**src/rtl/core/asmp_fifo.sv**
```systemverilog
// Small synchronous first-in first-out queue built from registers.
// Depends on nothing; used between the front and back ends and on the result side.
`timescale 1ns / 1ps

module asmp_fifo #(
  parameter int DW    = 8,
  parameter int DEPTH = 4
) (
  input  logic          clk,
  input  logic          rst_n,
  input  logic          push,
  input  logic [DW-1:0] wdata,
  output logic          full,
  input  logic          pop,
  output logic [DW-1:0] rdata,
  output logic          empty
);

  localparam int PW = $clog2(DEPTH);

  logic [DW-1:0] mem_r [DEPTH];
  logic [PW-1:0] wr_ptr_r, wr_ptr_nxt;
  logic [PW-1:0] rd_ptr_r, rd_ptr_nxt;
  logic [PW:0]   count_r, count_nxt;
  logic          wr_en, rd_en;

  assign full  = (count_r == (PW+1)'(DEPTH));
  assign empty = (count_r == '0);
  assign wr_en = push && !full;
  assign rd_en = pop && !empty;
  assign rdata = mem_r[rd_ptr_r];

  always_comb begin
    wr_ptr_nxt = wr_en ? wr_ptr_r + PW'(1) : wr_ptr_r;
    rd_ptr_nxt = rd_en ? rd_ptr_r + PW'(1) : rd_ptr_r;
    count_nxt  = count_r;
    if (wr_en && !rd_en) begin
      count_nxt = count_r + (PW+1)'(1);
    end else if (rd_en && !wr_en) begin
      count_nxt = count_r - (PW+1)'(1);
    end
  end

  always_ff @(posedge clk) begin
    if (!rst_n) begin
      wr_ptr_r <= '0;
      rd_ptr_r <= '0;
      count_r  <= '0;
    end else begin
      wr_ptr_r <= wr_ptr_nxt;
      rd_ptr_r <= rd_ptr_nxt;
      count_r  <= count_nxt;
    end
  end

  always_ff @(posedge clk) begin
    if (wr_en) begin
      mem_r[wr_ptr_r] <= wdata;
    end
  end

`ifndef SYNTHESIS
  a_count_bound: assert property (@(posedge clk) disable iff (!rst_n)
    count_r <= (PW+1)'(DEPTH))
    else $error("fifo count exceeds depth");

  a_ptr_gap: assert property (@(posedge clk) disable iff (!rst_n)
    PW'(wr_ptr_r - rd_ptr_r) == count_r[PW-1:0])
    else $error("fifo pointers disagree with count");

  a_push_fills: assert property (@(posedge clk) disable iff (!rst_n)
    empty && push |=> !empty)
    else $error("fifo stayed empty after a push");
`endif

endmodule

```
**config.mk**
```make
export PLATFORM = sky130hd
export DESIGN_NAME = asmp_fifo
export DESIGN_NICKNAME = d
export VERILOG_FILES = /design/src/rtl/core/asmp_fifo.sv
export SDC_FILE = /design/constraint.sdc
export NUM_CORES = 1
export LEC_CHECK = 0
export ABC_AREA = 1
export BUFFER_PORTS_ARGS = -buffer_cell sky130_fd_sc_hd__buf_2
export CAP_MARGIN = 10
export CORE_ASPECT_RATIO = 0.9
export CORE_MARGIN = 2
export CORE_UTILIZATION = 49
export CTS_BUF_LIST = sky130_fd_sc_hd__clkbuf_8
export CTS_CLUSTER_SIZE = 8
export DETAILED_ROUTE_END_ITERATION = 16
export PLACE_DENSITY_LB_ADDON = 0.15
export SLEW_MARGIN = 15
export SYNTH_ARGS = -nofsm -noshare
export SYNTH_HDL_FRONTEND = slang
export SYNTH_SLANG_ARGS = --single-unit
```
**constraint.sdc**
```tcl
create_clock -name clk -period 2.6 [get_ports clk]
set_clock_uncertainty 0.15 [all_clocks]
set_input_delay 0.39 -clock clk [delete_from_list [all_inputs] [get_ports clk]]
set_output_delay 0.39 -clock clk [all_outputs]
set_load 0.02 [all_outputs]
```
# ---- Yosys cells after proc, flatten, opt, wreduce, memory -nomap -nowiden
# Memory sizes are Yosys's and may differ from the RTL's. A register that Yosys moved wholly into a read port is not among the register bits.
# Index checks and enable logic that the tools add are counted.
dict set report totals {
  ramBits 32
  input_bits 12
  memories 1
  reg_bits 7
}
# name words width read_ports rd_ports_with_merged_regs wr line_no
set mem_list {}
lappend mem_list {mem_r 4 8 1 1 1 21} ;# logic [DW-1:0] mem_r [DEPTH];
dict set report op_classes {
  n_reduce_logical 10
  muxes 6
  add_sub_neg 4
  eq_ne 1
}
# op count
set ops {}
lappend ops {{2-to-1 mux 3 bit} 2}
lappend ops {{adder 2 x 1 -> 2 bit, second input constant} 2}
lappend ops {{logical AND 1 bit} 4}
lappend ops {{zero test 1 bit} 4}
lappend ops {{2-to-1 mux 2 bit} 2}
lappend ops {{adder 3 x 1 -> 3 bit, second input constant} 1}
lappend ops {{== test 3 bit, second input constant} 1}
lappend ops {{zero test 3 bit} 1}
lappend ops {{subtractor 3 x 1 -> 3 bit, second input constant} 1}
lappend ops {{2-to-1 mux 1 bit} 2}
lappend ops {{nonzero test 2 bit} 1}

# ---- Depth between registers and ports, before layout
dict set report logic_depth {
  word_depth 7
  ltp_mapped 13
  mapped_depth_nobuf 13
}

# ---- Least setup slack after synthesis
# OpenSTA, ideal clock, no wires.
dict set report synth_path {
  kind {register -> register}
  start {reg count_r[0]}
  end {reg count_r[2]}
  stages_incl_launch_ff 14
  path_slack_ns 0.757
  t_arrival_ns 1.580
  cell_sequence {dfxtp_1 nor2_1 nand2_1 nand2_2 inv_1 ha_1 inv_1 fa_1 inv_1 nand2_1 nand3_1 nand2_1 nand2_1 nor2_1}
}
dict set report synth_between {
  elab_chain_len 6
  elab_cells_between_ends 15
  cone_classes {add/sub (2); eq/ne (1); mux (2); reduce/logical (10)}
}
# element line_no
set synth_lines {}
lappend synth_lines {{start, declared} 24} ;# logic [PW:0] count_r, count_nxt;
lappend synth_lines {{start signal, assigned} 52} ;# count_r <= count_nxt;
lappend synth_lines {{== test 3 bit (*)} 27} ;# assign full = (count_r == (PW+1)'(DEPTH));
lappend synth_lines {{zero test 1 bit (*)} 29} ;# assign wr_en = push && !full;
lappend synth_lines {{logical AND 1 bit (*)} 29}
lappend synth_lines {{named net wr_en} 25} ;# logic wr_en, rd_en;
lappend synth_lines {{zero test 1 bit} 39} ;# end else if (rd_en && !wr_en) begin
lappend synth_lines {{logical AND 1 bit} 39}
lappend synth_lines {{nonzero test 2 bit (no source line)} n/a}
# Mark *: on every way through the listed nets, which the timed path passes. The rest lies on a longest branch. The select of a mux whose other input is x is not followed.
# A chain may end at the register's enable or synchronous reset.

==> flow_summary.yaml <==
run_status:
  status: "completed"
placement:
  gp_congestion: 0.7041
  place_area_um2: 1861
  hpwl_mm: 1.925
  io_buffers: 21
timing:
  worst_pin_slew_ns: 0.3694
  hold_violations: 0
  max_slew_margin: 0.7534
  maxSlewViolCount: 0
  fin_crit_ns: 2.041
  rsz0062_at_grt: "no"
  fin_hold_ws_ns: 0.1615
  fin_crit_sh: 0.7849
  fmax_mhz: 490.0
  setup_viol: 0
  fin_setup_tns_ns: 0
detailed_routing:
  dr_total_vias: 1098
  drt_iter0_drc: 31
  drc: 0
  detail-route-antenna-nets: 0
  wire_per_inst_um: 12.51
  finalWirelength_mm: 2.777
  vias_per_cell: 4.946
  firstDrtPassIters: 4
synthesis:
  synth-main-ff-cell: "edfxtp_1"
  syn_nets: 164
  ys_ff_latch: 41
  synth_edf_count: 32
  netlist_area_um2: 1685
  netlist.area_leader.share: 0.5702
  yosys.area.top_type: "edfxtp_1"
  ys_seq_area_frac: 0.6771
  yosysWarnings: 0
  async_reset_ff_frac: 0
  syn_inst: 146
  syn_area_per_cell_um2: 11.54
  synthTopCellsByArea: "edfxtp_1, dfxtp_1, nor2_1, o21ai_0, inv_1"
  yosysUniqueCellTypes: 18
cts:
  htree_levels: 2
  root_buffer: "clkbuf_8"
  ctsResizeCount: 0
  clkLatencyLatePin_ns: 0.29
  clk_path_buf_depth: 2
  clk_pin_slew_ns: 0.08
  cts_made_buffers: 5
  postCtsSetupBuffers: 0
  clock-sinks: 41
  ctsHoldBuffers: 0
  cts_tree: "done"
final_layout:
  final_nets: 195
  diodes: 0
  fin_area_um2: 1947
  drive_above_1_share: 0.2247
  syn_to_final_growth_pct: 15.52
global_route:
  grt-ovfl-total: 0
  grt_start_max_net_pins: 17
  antenna_found_initial: 0
  grt_pass1_wl_mm: 4.464
  track_usage: 0.1603
  grt_pass1_vias: 1035
floorplanning:
  io_pins: 22
  dieArea_um2: 3925
  start_util: 0.5064
  dieWidth_um: 65.82
  core_area_um2: 3328
  rows: 20
  die_y_um: 59.64
power:
  ir_drop_uv: 457.1
  power_density_nw_per_um2: 943.8
  leakage_nw: 0.7816
worst_setup_path:
  cp.arrival_ns: 1.50
  cp-end-kind: "output pin"
  crit_type: "register to output pin"
  critPathLaunchType: "register"
  crit_required_ns: 2.06
  crit_fanout: 9
hold_path:
  hold_path_class: "input pin to register"
job:
  cap_violations: 0
==> Yosys cell counts (all sizes together) (2+ instances only) <==
| cell | count |
|---|---|
| buf | 2 |
| o21ai | 17 |
| a21oi | 3 |
| nand2 | 15 |
| o22ai | 8 |
| dfxtp | 9 |
| nor2 | 30 |
| inv | 18 |
| nand3 | 4 |
| ha | 5 |
| edfxtp | 32 |
==> metrics by stage <==
step / worst slack [ns] / util / instances / power (mW)
global route: 0.3533 / 0.5850 / 222 / 1.960
global placement: 0.6848 / 0.5590 / 214 / 1.442
detailed placement: 0.5877 / 0.5590 / 214 / 1.465
floorplan: 0.7573 / - / 146 / 1.294
CTS: 0.5571 / 0.5850 / 222 / 1.857
finish: 0.5592 / 0.5850 / 222 / 1.838
==> where the power goes <==
part / internal (mW) / switching (mW)
Clock: 0.185 / 0.208
Combinational: 0.203 / 0.377
Sequential: 0.804 / 0.0606
Total: 1.19 / 0.645
==> final timing paths <==
| path | start | to | slack (ns) | cells after the start |
|---|---|---|---|---|
| max reg2reg | count_r[1]$_SDFFE_PN0P_ | count_r[1]$_SDFFE_PN0P_ | 0.57 | 9 |
| min reg2reg | rd_ptr_r[1]$_SDFFE_PN0P_ | rd_ptr_r[1]$_SDFFE_PN0P_ | 0.37 | 2 |
| max | register | rdata[4] | 0.56 | 4 |
| min | wdata[6] | mem_r[3][6]$_DFFE_PP_ | 0.16 | 1 |
==> worst max-delay path, cell delays in order, from the launching register on <==
cell and delay (ns):
dfxtp_1 0.55, inv_1 0.25, o21ai_0 0.15, o22ai_1 0.09, buf_2 0.16
==> area by class of cell <==
class,count,area (µm²)
clock buffers,5,68.82
clock inverters,3,17.52
fillers,269,1381
inverters,18,67.56
multi-input cells,85,454.2
flip-flops and latches,41,1141
well taps,44,55.05
repair buffers,26,142.6
==> cells by family after synthesis <==
kind of cell    after synthesis  synth area share
flops                        41            0.6771
xor+xnor                      1          0.005198
simple gates                 50            0.1195
fa+ha+maj                     6           0.04900
compound gates               28           0.09577
buf+inv                      20           0.05345
==> routing by layer <==
layer	share of wire	track usage	wire length, µm	up-vias
met2	0.51	0.2828	1413	31
met4	0.026	0.09524	73	0
li1	-	-	-	561
met3	0.056	0.03422	156	10
met5	0	0	0	-
met1	0.41	0.1791	1134	496
==> layout by cell type (no fill, tap or decap), types with 2 or more instances in the layout <==
cell / n
clkbuf_8: 5
nor2_1: 30
edfxtp_1: 32
buf_2: 21
nand3_1: 4
a21oi_1: 3
nand2_1: 13
nand2_2: 2
inv_1: 17
dfxtp_1: 9
ha_1: 5
o21ai_0: 13
clkinv_2: 2
o21ai_2: 3
o22ai_1: 8
buf_4: 5
==> sequential cells by signal (all words and copies together), names as in the netlist, named ones only <==
| name | count |
|---|---|
| mem_r | 32 |
| count_r | 3 |
| rd_ptr_r | 2 |
| wr_ptr_r | 2 |
(Power assumes the default switching activity.)
