### config.mk
export PLATFORM = sky130hd
export DESIGN_NAME = asmp_front
export DESIGN_NICKNAME = d
export VERILOG_FILES = /design/src/rtl/core/asmp_pkg.sv /design/src/rtl/core/asmp_front.sv
export SDC_FILE = /design/constraint.sdc
export NUM_CORES = 1
export LEC_CHECK = 0
export BUFFER_PORTS_ARGS = -buffer_cell sky130_fd_sc_hd__buf_4
export CORE_AREA = 2 2 126 128
export DETAILED_ROUTE_END_ITERATION = 8
export DIE_AREA = 0 0 128 130
export PLACE_DENSITY = 0.72
export SETUP_SLACK_MARGIN = 0.1
export SYNTH_ARGS = -nofsm -noshare
export SYNTH_HDL_FRONTEND = slang
export SYNTH_SLANG_ARGS = --single-unit
### constraint.sdc
create_clock -name clk -period 16.2 [get_ports clk]
set_input_delay 3.24 -clock clk [delete_from_list [all_inputs] [get_ports clk]]
set_output_delay 3.24 -clock clk [all_outputs]
set_load 0.05 [all_outputs]
### src/rtl/core/asmp_pkg.sv
// Shared types and constants for the slab maximum-projection block.
// Depends on nothing; the front end, the back end and the top module import it.
`timescale 1ns / 1ps

package asmp_pkg;

  // Configuration register indexes (byte address = 4 * index).
  localparam logic [2:0] REG_VOL_WIDTH  = 3'd0;
  localparam logic [2:0] REG_VOL_HEIGHT = 3'd1;
  localparam logic [2:0] REG_VOL_DEPTH  = 3'd2;
  localparam logic [2:0] REG_AXIS_SEL   = 3'd3;
  localparam logic [2:0] REG_SLAB_START = 3'd4;

  localparam int PADDR_W = 5;
  localparam int PDATA_W = 32;

  localparam int WIDTH_CW  = 9;
  localparam int HEIGHT_CW = 9;
  localparam int DEPTH_CW  = 11;
  localparam int AXIS_CW   = 2;
  localparam int SLAB_CW   = 9;

  localparam logic [WIDTH_CW-1:0]  WIDTH_RST  = 9'd256;
  localparam logic [HEIGHT_CW-1:0] HEIGHT_RST = 9'd256;
  localparam logic [DEPTH_CW-1:0]  DEPTH_RST  = 11'd1;
  localparam logic [SLAB_CW-1:0]   SLAB_RST   = 9'd0;

  // AXIS_NONE counts voxels but projects nothing.
  typedef enum logic [AXIS_CW-1:0] {
    AXIS_X    = 2'd0,
    AXIS_Y    = 2'd1,
    AXIS_Z    = 2'd2,
    AXIS_NONE = 2'd3
  } axis_t;

  // One configuration write as seen by the front end.
  typedef struct packed {
    logic              en;
    logic [2:0]        idx;
    logic [PDATA_W-1:0] data;
  } cfg_wr_t;

  // A classified voxel travelling from the front end to the back end.
  typedef struct packed {
    logic signed [15:0] value;
    logic [7:0]         u;
    logic [9:0]         v;
    logic               first;
    logic               fin;
    logic               last;
  } item_t;

endpackage

### src/rtl/core/asmp_front.sv
// Front end: configuration registers, voxel position tracking and slab classification.
// Depends on asmp_pkg; feeds the back end through a queue.
`timescale 1ns / 1ps

module asmp_front #(
  parameter int MAX_WIDTH  = 256,
  parameter int MAX_HEIGHT = 256,
  parameter int MAX_DEPTH  = 1024,
  localparam int IW = $clog2(MAX_WIDTH * MAX_HEIGHT)
) (
  input  logic                clk,
  input  logic                rst_n,
  input  asmp_pkg::cfg_wr_t   cfg_wr,
  input  logic [2:0]          cfg_rd_idx,
  output logic [31:0]         cfg_rdata,
  input  logic                in_push,
  input  logic signed [15:0]  in_value,
  input  logic                q_full,
  output logic                q_push,
  output asmp_pkg::item_t     q_item,
  output logic [IW-1:0]       q_idx
);
  import asmp_pkg::*;

  localparam int XW = $clog2(MAX_WIDTH);
  localparam int YW = $clog2(MAX_HEIGHT);
  localparam int ZW = $clog2(MAX_DEPTH);
  localparam int WCW = $clog2(MAX_WIDTH + 1);
  localparam int HCW = $clog2(MAX_HEIGHT + 1);
  localparam int DCW = $clog2(MAX_DEPTH + 1);
  localparam int MAXWH = (MAX_WIDTH > MAX_HEIGHT) ? MAX_WIDTH : MAX_HEIGHT;
  localparam int MAXALL = (MAXWH > MAX_DEPTH) ? MAXWH : MAX_DEPTH;
  localparam int AW = $clog2(MAXALL);
  localparam int LW = $clog2(MAXALL + 1);

  logic [WIDTH_CW-1:0]  w_cfg_r;
  logic [HEIGHT_CW-1:0] h_cfg_r;
  logic [DEPTH_CW-1:0]  d_cfg_r;
  logic [AXIS_CW-1:0]   axis_r;
  logic [SLAB_CW-1:0]   slab_r;

  logic [XW-1:0] x_r, x_nxt;
  logic [YW-1:0] y_r, y_nxt;
  logic [ZW-1:0] z_r, z_nxt;
  logic [IW-1:0] pix_r, pix_nxt;

  logic [WCW-1:0] w_eff;
  logic [HCW-1:0] h_eff;
  logic [DCW-1:0] d_eff;
  logic           x_last, y_last, z_last;
  logic           accept;

  logic [LW-1:0]  len_c, s_max, s_c, e_c, a_ext;
  logic [AW-1:0]  a_c;
  logic [IW-1:0]  idx_c;
  logic [7:0]     u_c;
  logic [9:0]     v_c;
  logic           last_c, axis_ok, in_slab;

  // Sizes of zero act as one; oversize values saturate at the build maximum.
  assign w_eff = (w_cfg_r == '0) ? WCW'(1) :
                 (32'(w_cfg_r) > 32'(MAX_WIDTH)) ? WCW'(MAX_WIDTH) : WCW'(w_cfg_r);
  assign h_eff = (h_cfg_r == '0) ? HCW'(1) :
                 (32'(h_cfg_r) > 32'(MAX_HEIGHT)) ? HCW'(MAX_HEIGHT) : HCW'(h_cfg_r);
  assign d_eff = (d_cfg_r == '0) ? DCW'(1) :
                 (32'(d_cfg_r) > 32'(MAX_DEPTH)) ? DCW'(MAX_DEPTH) : DCW'(d_cfg_r);

  assign x_last = (32'(x_r) == 32'(w_eff) - 32'd1);
  assign y_last = (32'(y_r) == 32'(h_eff) - 32'd1);
  assign z_last = (32'(z_r) == 32'(d_eff) - 32'd1);

  assign accept = in_push && !q_full;

  always_comb begin
    len_c   = LW'(1);
    a_c     = '0;
    idx_c   = '0;
    u_c     = '0;
    v_c     = '0;
    last_c  = 1'b0;
    axis_ok = 1'b1;
    case (axis_t'(axis_r))
      AXIS_X: begin
        len_c  = LW'(w_eff);
        a_c    = AW'(x_r);
        u_c    = 8'(y_r);
        v_c    = 10'(z_r);
        last_c = y_last && z_last;
      end
      AXIS_Y: begin
        len_c  = LW'(h_eff);
        a_c    = AW'(y_r);
        idx_c  = IW'(x_r);
        u_c    = 8'(x_r);
        v_c    = 10'(z_r);
        last_c = x_last && z_last;
      end
      AXIS_Z: begin
        len_c  = LW'(d_eff);
        a_c    = AW'(z_r);
        idx_c  = pix_r;
        u_c    = 8'(x_r);
        v_c    = 10'(y_r);
        last_c = x_last && y_last;
      end
      default: begin
        axis_ok = 1'b0;
      end
    endcase
  end

  // The slab start is held to the middle of the axis so the slab is never empty.
  assign s_max   = (len_c - LW'(1)) >> 1;
  assign s_c     = (32'(slab_r) > 32'(s_max)) ? s_max : LW'(slab_r);
  assign e_c     = len_c - LW'(1) - s_c;
  assign a_ext   = LW'(a_c);
  assign in_slab = (a_ext >= s_c) && (a_ext <= e_c);

  assign q_push       = accept && axis_ok && in_slab;
  assign q_idx        = idx_c;
  assign q_item.value = in_value;
  assign q_item.u     = u_c;
  assign q_item.v     = v_c;
  assign q_item.first = (a_ext == s_c);
  assign q_item.fin   = (a_ext == e_c);
  assign q_item.last  = last_c;

  always_comb begin
    x_nxt   = x_r;
    y_nxt   = y_r;
    z_nxt   = z_r;
    pix_nxt = pix_r;
    if (cfg_wr.en) begin
      x_nxt   = '0;
      y_nxt   = '0;
      z_nxt   = '0;
      pix_nxt = '0;
    end else if (accept) begin
      x_nxt   = x_last ? '0 : x_r + XW'(1);
      pix_nxt = (x_last && y_last) ? '0 : pix_r + IW'(1);
      if (x_last) begin
        y_nxt = y_last ? '0 : y_r + YW'(1);
        if (y_last) begin
          z_nxt = z_last ? '0 : z_r + ZW'(1);
        end
      end
    end
  end

  always_ff @(posedge clk) begin
    if (!rst_n) begin
      x_r   <= '0;
      y_r   <= '0;
      z_r   <= '0;
      pix_r <= '0;
    end else begin
      x_r   <= x_nxt;
      y_r   <= y_nxt;
      z_r   <= z_nxt;
      pix_r <= pix_nxt;
    end
  end

  always_ff @(posedge clk) begin
    if (!rst_n) begin
      w_cfg_r <= WIDTH_RST;
      h_cfg_r <= HEIGHT_RST;
      d_cfg_r <= DEPTH_RST;
      axis_r  <= AXIS_Z;
      slab_r  <= SLAB_RST;
    end else if (cfg_wr.en) begin
      case (cfg_wr.idx)
        REG_VOL_WIDTH:  w_cfg_r <= cfg_wr.data[WIDTH_CW-1:0];
        REG_VOL_HEIGHT: h_cfg_r <= cfg_wr.data[HEIGHT_CW-1:0];
        REG_VOL_DEPTH:  d_cfg_r <= cfg_wr.data[DEPTH_CW-1:0];
        REG_AXIS_SEL:   axis_r  <= cfg_wr.data[AXIS_CW-1:0];
        REG_SLAB_START: slab_r  <= cfg_wr.data[SLAB_CW-1:0];
        default: begin
        end
      endcase
    end
  end

  always_comb begin
    case (cfg_rd_idx)
      REG_VOL_WIDTH:  cfg_rdata = 32'(w_cfg_r);
      REG_VOL_HEIGHT: cfg_rdata = 32'(h_cfg_r);
      REG_VOL_DEPTH:  cfg_rdata = 32'(d_cfg_r);
      REG_AXIS_SEL:   cfg_rdata = 32'(axis_r);
      REG_SLAB_START: cfg_rdata = 32'(slab_r);
      default:        cfg_rdata = '0;
    endcase
  end

`ifndef SYNTHESIS
  a_pos_in_range: assert property (@(posedge clk) disable iff (!rst_n)
    (32'(x_r) < 32'(w_eff)) && (32'(y_r) < 32'(h_eff)) && (32'(z_r) < 32'(d_eff)))
    else $error("voxel position outside the configured volume");

  a_pix_matches: assert property (@(posedge clk) disable iff (!rst_n)
    32'(pix_r) == 32'(y_r) * 32'(w_eff) + 32'(x_r))
    else $error("slice pixel counter out of step with position");

  a_push_valid_axis: assert property (@(posedge clk) disable iff (!rst_n)
    q_push |-> !q_full && (axis_r != AXIS_NONE))
    else $error("queue push on a full queue or an unused axis");
`endif

endmodule

# [After elaboration in Yosys (flattened, before gate mapping)]
# Index checks and enable logic that the tools add are counted.
# W data, S select, Z words.
[op_classes] muxes=19 magnitude_cmp=6 n_bitwise=1 eq_ne=15 addsub=9 reduce_logical=25
[op_table] cell="$eq A8 B32 Y1" count=2
[op_table] cell="$pmux W11 S5" count=1
[op_table] cell="$mux W9" count=4
[op_table] cell="$pmux W11 S3" count=1
[op_table] cell="$eq A10 B32 Y1" count=1
[op_table] cell="$pmux W16 S2" count=1
[op_table] cell="$pmux W10 S3" count=1
[op_table] cell="$mux W11" count=2
[op_table] cell="$mux W10" count=2
[op_table] cell="$pmux W10 S2" count=1
[op_table] cell="$sub A9 B1 Y10 const B" count=2
[op_table] cell="$gt A9 B9 Y1 const B" count=2
[op_table] cell="$logic_not A9 Y1" count=2
[op_table] cell="$add A16 B1 Y16 const B" count=1
[op_table] cell="$add A8 B1 Y8 const B" count=2
[op_table] cell="$mux W16" count=1
[op_table] cell="$mux W8" count=2
[op_table] cell="$pmux W8 S2" count=1
[op_table] cell="$eq A3 B2 Y1 const B" count=4
[op_table] cell="$reduce_and A2 Y1" count=6
[op_table] cell="$sub A11 B1 Y12 const B" count=1
[op_table] cell="$eq A10 B11 Y1" count=1
[op_table] cell="$gt A11 B11 Y1 const B" count=1
[op_table] cell="$le A10 B11 Y1" count=1
[op_table] cell="21 further kinds" count=32
[word_totals] wordCells=84 regBits=82 input_bits=59 out_inout_bits=86

# [Longest topological paths before layout]
[depth] depth_word=11 ltp_mapped=39 ltp_nobuf=38

# [Worst setup path before layout]
# Ideal clock, no wire load.
[synth_timing] path_kind="flip-flop to output port" startpoint="register axis_r[0]" endpoint="output q_push" n_path_buf=4 path_stages_with_launch=36 path_slack_ps=5163 required_time_ps=12960 arrival_ps=7797 cell_sequence="dfxtp_1 -> ha_1 -> clkbuf_1 -> buf_1 -> clkbuf_1 -> nor2_1 -> ha_1 -> inv_1 -> nor3_1 -> o31ai_1 -> inv_1 -> ha_1 -> a21o_1 -> o211ai_1 -> mux2i_1 -> nor4_1 -> a21oi_1 -> o21ai_2 -> clkbuf_1 -> mux2i_1 -> ha_1 -> nor2b_1 -> o21ai_0 -> a21oi_1 -> o21ai_0 -> a21oi_1 -> o21ai_0 -> nand2b_1 -> maj3_1 -> a21oi_1 -> xor2_1 -> ha_1 -> nand4_1 -> or3_1 -> o21a_1 -> a31oi_1"
[synth_between] elab_chain_len=9 elab_cells_between_ends=16 cone_classes="2 x add/sub; 3 x order compare; 2 x eq/ne; 4 x mux; 5 x reduce/logical"
[synth_rtl] element="from (decl)" line_no="asmp_front.sv:39" source="logic [AXIS_CW-1:0] axis_r;"
[synth_rtl] element="from (signal assigned)" line_no="asmp_front.sv:176" source="REG_AXIS_SEL: axis_r <= cfg_wr.data[AXIS_CW-1:0];"
[synth_rtl] element="$eq A2 B2 Y1 (tied with other cells)" line_no="asmp_front.sv:82" source="case (axis_t'(axis_r))"
[synth_rtl] element="$pmux W11 S3" line_no="asmp_front.sv:82"
[synth_rtl] element="$sub A11 B1 Y11" line_no="asmp_front.sv:113, asmp_front.sv:115"
[synth_rtl] element="$gt A9 B10 Y1" line_no="asmp_front.sv:114" source="assign s_c = (32'(slab_r) > 32'(s_max)) ? s_max : LW'(slab_r);"
[synth_rtl] element="$mux W10" line_no="asmp_front.sv:114"
[synth_rtl] element="$sub A11 B10 Y11" line_no="asmp_front.sv:115" source="assign e_c = len_c - LW'(1) - s_c;"
[synth_rtl] element="$le A10 B11 Y1" line_no="asmp_front.sv:117" source="assign in_slab = (a_ext >= s_c) && (a_ext <= e_c);"
[synth_rtl] element="$logic_and A1 B1 Y1" line_no="asmp_front.sv:117"
[synth_rtl] element="$logic_and A1 B1 Y1 *" line_no="asmp_front.sv:119" source="assign q_push = accept && axis_ok && in_slab;"
[synth_rtl] element="to (decl)" line_no="asmp_front.sv:19" source="output logic q_push,"
# Every way passes the cells marked *; elsewhere a longest branch is shown, timed or not.

# [Final worst setup path]
[layout_timing] startpoint="register axis_r[1]" endpoint="output q_push"
# The elaborated chain is that of the path after synthesis.

==> impl_metrics.toml <==
[status]
status = "completed"

[worst_setup_path]
critPathMaxStageDelay_ns = 0.73
crit_buf_inv = 4
critPathSlowestCell = "o31ai_1"
worstSetupEndpointType = "output pin"
path_class = "reg -> out"
r2r_cells = 16
cp.required_ns = 12.96
reg2reg_to = "z_r[9]"
reg2reg_setup_slack_ns = 11.33
crit_path_start_kind = "flip-flop"
cp_top_family = "compound AO/OA/AOI/OAI gates"
crit_arrival_ns = 9.40
reg2reg_from = "w_cfg_r[4]"
path_common_cell = "ha_1"
cp_max_fo = 22

[synthesis]
synth_cell_types = 67
syn_avg_cell_area_um2 = 7.37
synthTopCellsByArea = "dfxtp_1 22%, ha_1 7.7%, nand2_1 6.7%, nor2_1 5.5%, xor2_1 5.3%"
syn_area_um2 = 7480
synth_edf_count = 0
yosysTopAreaCellShare_pct = 21.9
synth_top_flop_cell = "dfxtp_1"
ys_seq_area_share_pct = 21.9
syn-instance-count = 1015
synth-async-reset-ratio_pct = 0
ys.warnings.count = 0
synth-seq-cells = 82
synth_top_area_cell = "dfxtp_1"

[cts]
clk_latency_ns = 0.35
path_clk_slew_ns = 0.06
cts_setup_buffers = 0
cts.sinks = 82
ctsLongestPathBuffers = 2
cts_made_buffers = 9
cts_root_buf = "clkbuf_16"
cts_tree = "done"
post_cts_resized = 0
holdBufCountCts = 0
htree_levels = 3

[finish]
multi_input_area_um2 = 5280
antenna_cells = 0
final-seq-area_um2 = 1640
most-common-layout-cells = "133 x nand2_1, 109 x nor2_1, 82 x dfxtp_1, 74 x buf_4, 46 x ha_1"
area_growth_pct = 8.91
layout_commonest_cell = "nand2_1"
drive_gt1_share_pct = 10.3
nNetsFinal = 1120
fill_cells = 1529

[power_and_ir_drop]
cell_internal_pwr_mw = 0.423
power_frac_comb_pct = 27.6
totalPowerFinal_mw = 0.620
switching_share_pct = 31.8
power_frac_seq_pct = 33.9
clkPwrFrac_pct = 38.5
irDropWorstVdd_v = 0.0000947
power.net_switching_mw = 0.197
leakage_nw = 3.31
p_per_area_nw_per_um2 = 76.1

[sta]
drv_slew = 0
rsz0062_at_grt = "false"
worst_pin_slew_ns = 0.922
fin_crit_sh_pct = 78.0
skew_ns = 0.00687
setup_viol = 0
fin_ws_ns = 3.56
clock.fmax_ghz = 0.0791
fin_crit_ns = 12.64
relSlewSlack_pct = 38.6
fin_setup_tns_ns = 0
hold_viol_final = 0

[placed_design]
port_buffers = 70
place_ws_ns = 4.07
hpwlAfterDp_mm = 15.0
gp_congestion = 0.923

[drt]
firstDrtPassIters = 9
finalWirelength_mm = 20.3
drcViolationCount = 0
wire_per_inst_um = 16.7
viasPerCell = 5.79
num_vias = 7015
drtAntennaViolNets = 0
drtIter0Drc = 635

[global_routing]
grt_pass1_wl_mm = 32.7
track_usage_pct = 24.9
grt_antenna_before_repair = 0
grt_max_degree = 42
grt_overflow = 0
grt_pass1_vias = 6325

[floorplanning]
core-area_um2 = 15400
initial_utilization_pct = 48.5
die_x_um = 128
io_pins = 145
die_y_um = 130
die_area_um2 = 16600
core.rowCount = 46

[min_path]
hold_class = "reg -> reg"
min_to = "pix_r[1]"
min_from = "pix_r[1]"
whs_path_depth = 2

[flow_run]
max_cap_violations = 0
cell families (layout without fill, tap and decap cells):
group / Yosys count / in the layout / share of synthesized area, %
and+or+nand+nor: 433 / 433 / 28.2
xor gates and xnor gates: 81 / 81 / 10.1
AOI/OAI and AO/OA: 212 / 212 / 19.3
other: 2 / 23 / 0.100
DFF: 82 / 82 / 21.9
buffers and inverters: 130 / 113 / 8.51
muxes: 26 / 26 / 3.65
adders and majority gates: 49 / 49 / 8.23
per-layer routing:
layer,vias to the layer above,wire [µm],GRT usage (%)
li1,3466,-,-
met1,3219,8910,33.7
met2,289,9380,39.5
met3,41,1400,4.18
met4,0,568,10.3
met5,-,0,0
cell usage after synthesis, types with 3 or more instances:
master,instances
a21boi_0,36
nor2_1,109
a222oi_1,12
nand2b_1,16
ha_1,46
xor2_1,45
nor2b_1,29
o21a_1,10
buf_4,39
or3_1,7
o22ai_1,8
clkbuf_1,59
a22o_1,9
nand4_1,17
a21oi_1,38
nor4_1,3
o21ai_0,40
a21o_1,5
and3b_1,7
nor3b_1,6
buf_1,7
nor3_1,19
mux2i_1,25
nand2_1,133
xnor2_1,33
dfxtp_1,82
nand3_1,30
a22oi_1,21
or2_2,9
inv_1,23
a31oi_1,7
and3_1,15
and2_1,18
o211ai_1,5
nand3b_1,4
tightest hold or removal path, stage by stage, from the launching register on:
cell     delay, ns
dfxtp_1       0.33
nand2_1       0.06
a21oi_1       0.05
through the flow:
stage / hold WS, ns / util [%] / std cells / instance area [µm²]
after floorplan: 0.456 / - / 1036 / 7560
after global placement: 0.475 / 50.6 / 1195 / 7800
after detailed placement: 0.478 / 50.6 / 1195 / 7800
after CTS: 0.490 / 52.8 / 1211 / 8150
after global routing: 0.527 / 52.8 / 1211 / 8150
final: 0.490 / 52.8 / 1211 / 8150
how the worst max path moves through the flow:
stage | startpoint | to | slack [ns] | cells past startpoint
finish | axis_r[1] | q_push | 3.56 | 35
global route | axis_r[1] | q_push | 2.71 | 35
CTS | axis_r[1] | q_push | 3.64 | 35
detailed placement | axis_r[1] | q_push | 4.07 | 35
global placement | axis_r[0] | q_push | 4.31 | 34
floorplan | axis_r[0] | q_push | 5.16 | 35
power by group through the flow:
stage	registers (mW)	clock network [mW]	logic (mW)
after floorplan	0.210	0	0.151
after CTS	0.210	0.242	0.171
after detailed placement	0.214	0	0.170
final	0.210	0.239	0.171
after global placement	0.214	0	0.166
after global routing	0.211	0.249	0.191
area by class of cell:
type | instances | area share, %
Inverter | 23 | 1.06
Clock inverter | 6 | 1.40
Timing Repair Buffer | 74 | 6.82
Tap cell | 192 | 2.95
Clock buffer | 10 | 2.81
Sequential cell | 82 | 20.1
Multi-Input combinational cell | 824 | 64.8
state kept, by name, summed over array words and instances (netlist names):
register and cells:
axis_r 2, x_r 8, w_cfg_r 9, h_cfg_r 9
z_r 10, pix_r 16, d_cfg_r 11, y_r 8
slab_r 9
Power figures use the tool's default switching activity.
